[config.mk]
export PLATFORM = sky130hd
export DESIGN_NAME = swv_cell
export DESIGN_NICKNAME = d
export VERILOG_FILES = /design/src/rtl/sliding_window_ls_velocity_2d_core_macros.svh /design/src/rtl/swv_pkg.sv /design/src/rtl/swv_cell.sv
export SDC_FILE = /design/constraint.sdc
export NUM_CORES = 1
export LEC_CHECK = 0
export BUFFER_PORTS_ARGS = -buffer_cell sky130_fd_sc_hd__buf_2
export CAP_MARGIN = 20
export CORE_AREA = 2 2 98 100
export DETAILED_ROUTE_END_ITERATION = 8
export DIE_AREA = 0 0 100 102
export PLACE_DENSITY = 0.66
export SKIP_CTS_REPAIR_TIMING = 1
export SLEW_MARGIN = 30
export SYNTH_ARGS = -nofsm -noshare
export SYNTH_HDL_FRONTEND = slang
export SYNTH_SLANG_ARGS = --single-unit
[constraint.sdc]
create_clock -name clk -period 0.8 [get_ports clk]
set_input_delay 0.24 -clock clk [delete_from_list [all_inputs] [get_ports clk]]
set_output_delay 0.24 -clock clk [all_outputs]
set_load 0.05 [all_outputs]
[src/rtl/sliding_window_ls_velocity_2d_core_macros.svh]
// Assertion macros used by the core RTL file
`ifndef SLIDING_WINDOW_LS_VELOCITY_2D_CORE_MACROS_SVH
`define SLIDING_WINDOW_LS_VELOCITY_2D_CORE_MACROS_SVH
`ifndef SYNTH
`define SWV_ASSERT_NOW(label, ante, cons) \
  label: assert property (@(posedge clk) disable iff (!rst_n) (ante) |-> (cons)) \
    else $error("assertion failed");
`define SWV_ASSERT_NEXT(label, ante, cons) \
  label: assert property (@(posedge clk) disable iff (!rst_n) (ante) |=> (cons)) \
    else $error("assertion failed");
`else
`define SWV_ASSERT_NOW(label, ante, cons)
`define SWV_ASSERT_NEXT(label, ante, cons)
`endif
`endif

[src/rtl/swv_pkg.sv]
// ---------------------------------------------------------------------------
// swv_pkg
// Types and constants of the sliding-window slope estimator.
// ---------------------------------------------------------------------------
package swv_pkg;

  localparam int unsigned WIN_MAX = 32;
  localparam logic [19:0] SCALE   = 20'd1000000;

  typedef struct packed {
    logic signed [31:0] pos_x;
    logic signed [31:0] pos_y;
    logic        [31:0] timestamp;
  } swv_in_t;

  typedef struct packed {
    logic signed [31:0] vel_x;
    logic signed [31:0] vel_y;
    logic               valid_res;
  } swv_out_t;

  typedef struct packed {
    logic        [31:0] t;
    logic signed [31:0] x;
    logic signed [31:0] y;
  } swv_smp_t;

  // control from the sequencer to each coordinate lane
  typedef struct packed {
    logic       clr;
    logic       inc2;
    logic       mul_ld;
    logic       mul_en;
    logic       mul_bit;
    logic       form;
    logic       scl_en;
    logic [4:0] scl_idx;
    logic       div_en;
  } swv_ctl_t;

endpackage

[src/rtl/swv_cell.sv]
// ---------------------------------------------------------------------------
// swv_cell
// One window slot: loads the neighbor's sample when the chain moves.
// ---------------------------------------------------------------------------
module swv_cell
  import swv_pkg::*;
(
  input  logic     clk,
  input  logic     en,
  input  swv_smp_t d,
  output swv_smp_t q
);

  swv_smp_t smp_r;

  always_ff @(posedge clk) begin
    if (en) begin
      smp_r <= d;
    end
  end

  assign q = smp_r;

endmodule

==> metrics.md <==
| Metric | Value |
|---|---|
| Ratio of cells with drive above 1 in the final layout | `68.0%` |
| CP max stage cell | `edfxtp_1` |
| Core area | `9110 sq um` |
| Placed Cells | `404` |
| Die area | `10,200 sq um` |
| Worst Path Max Fanout | `1` |
| GRT Util Overall | `11.3%` |
| Die H | `102 um` |
| Top FF cell, synth | `edfxtp_1` |
| CTS tree | `yes` |
| Post-synthesis sequential area ratio | `100%` |
| Pin count of the biggest net entering global routing | `49` |
| Finished Layout Cells | `420` |
| Clock buffer depth | `2` |
| Dpl cell area | `4050 sq um` |
| Lkg Pwr | `2.01 nW` |
| CP Cell Sequence | `buf_6` |
| Initial antenna violation count | `0` |
| Synth Area in XOR/XNOR | `0%` |
| Initial Utilization | `31.6%` |
| Yosys warns | `0` |
| Yosys top cell area share | `100%` |
| Avg Inst Size Synth | `30.0 sq um` |
| Slew Viols, Final | `0` |
| Setup WS post-layout | `-375 ps` |
| Post-synthesis mux area share | `0%` |
| Crit path buf inv count | `1` |
| Failing checks | `negative setup slack` |
| DRC Markers | `0` |
| Adder-Cell Fraction of Synth Area | `0%` |
| Avg WL per Cell | `15.8 um` |
| Clock root cell | `clkbuf_8` |
| Yosys cell types | `1` |
| Port buffer count | `193` |
| Routability cong. | `0.705` |
| Seq cells post-synth | `96` |
| Pwr Total | `11.4 mW` |
| Max reg flops | `96` |
| Count leader, synth | `edfxtp_1` |
| Nature of the critical path endpoint | `output pin` |
| Data required, critical path | `560 ps` |
| Ys async rst share | `0%` |
| Detailed Route WL | `6620 um` |
| PwrDens | `2370 nW/um^2` |
| Post-Syn Area | `2880 sq um` |
| IO Pins | `194` |
| Cell count after synthesis | `96` |
| Area taken by multi-input logic gates | `0 sq um` |
| DR vias/cell | `4.21` |
| CTS buffer count | `9` |
| Nature of the critical path startpoint | `flip-flop` |
| Kind of critical path | `reg -> out` |
| Simple-Gate Fraction of Synth Area | `0%` |
| Sink of the worst hold path | `q[55]` |
| Layout Area Growth over Synthesis | `66.8%` |
| Hold Crit Start | `d[55]` |
| First-pass GRT wire length | `8510 um` |
| Setup Total Neg Slack | `-33,010 ps` |
| # rows | `35` |
| Max cap viols | `0` |
| Slew margin rel. | `83.0%` |
| Worst slew pin tran | `255 ps` |
| Status | `finished with violations` |
| Fin. Hold Viols | `0` |
| Via Count | `1,768` |
| Post-route minimum period | `1180 ps` |
| Antenna Nets Post-Route | `0` |
| Design Area, Final | `4810 sq um` |
| CP top delay family | `flip-flops` |
| Iter 0 DRT Violations | `45` |
| Final period util | `147%` |
| Worst Hold Class | `in -> reg` |
| Peak supply drop | `0.00108 V` |
| Mapped Nets | `194` |
| Setup violators final | `96` |
| Synth top area cells | `edfxtp_1 (100%)` |
| FMAX | `851 MHz` |
| Worst Hold Depth | `1` |
| Synth top cells by count | `edfxtp_1 (96)` |
| Synth Area in Compound Gates | `0%` |
| Multi-In Gates | `0` |
| Grt ovf | `0` |
| Arr. time, crit path | `940 ps` |
| TritonRoute pass-1 iters | `4` |
| Max incr delay on CP | `410 ps` |
| Die width | `100 um` |
| Fillers | `757` |
| ANT cells | `0` |
| Clock sink count | `96` |
| H-tree depth | `3` |
| Post-synth EDFFs | `96` |
| RSZ-0062 raised after global routing | `true` |
| Post-synth top area cell | `edfxtp_1` |
| Vias in the first global route | `1,776` |
| Fin nets | `402` |
| Clk slew on worst S/H paths | `90 ps` |
| DP Worst Slack | `-177 ps` |
==> cell usage in the layout (no fill, tap or decap) <==
cell,n
buf_2,96
buf_6,96
edfxtp_1,96
clkbuf_8,9
clkinv_1,3
clkinvlp_4,3
buf_4,3
buf_12,2
clkinv_2,1
==> metal layers <==
layer	up-vias	track usage (%)	part of all wire, %
li1	806	-	-
met1	850	12.3	33
met2	104	19.4	56
met3	8	5.47	9.4
met4	0	3.79	1.2
met5	-	0	0
==> power by group <==
group / internal (mW) / switching, mW
Combinational: 0.898 / 1.68
Sequential: 5.98 / 0.183
Clock: 1.09 / 1.57
==> cell type report <==
cell class / instances / area, sq um / share of cell area, %
Tap cell: 111 / 139 / 2.89
Clock buffer: 9 / 124 / 2.58
Sequential cell: 96 / 2880 / 60.0
Clock inverter: 7 / 38.8 / 0.807
Timing Repair Buffer: 197 / 1620 / 33.8
==> cell families (layout without fill, tap and decap cells) <==
kind of cell | Yosys count | after routing
flops | 96 | 96
buf+inv | 0 | 213
==> worst max-delay path by stage <==
stage,from,endpoint,slack [ps],cells past startpoint
6_report,q[1],q[1],-380,1
4_1_cts,q[70],q[70],-430,1
2_1_floorplan,q[0],q[0],-40,0
3_3_place_gp,en,q[36],-150,2
5_1_grt,q[10],q[10],-430,1
3_5_place_dp,en,q[28],-180,2
==> through the flow <==
| stage | hold slack [ps] | util [%] |
|---|---|---|
| 2_1_floorplan | 339 | - |
| 3_3_place_gp | 416 | 44.4 |
| 3_5_place_dp | 418 | 44.4 |
| 4_1_cts | 36.9 | 46.2 |
| 5_1_grt | 30.8 | 52.8 |
| 6_report | 60.6 | 52.8 |
No activity file was read; power rests on OpenSTA's default activity.
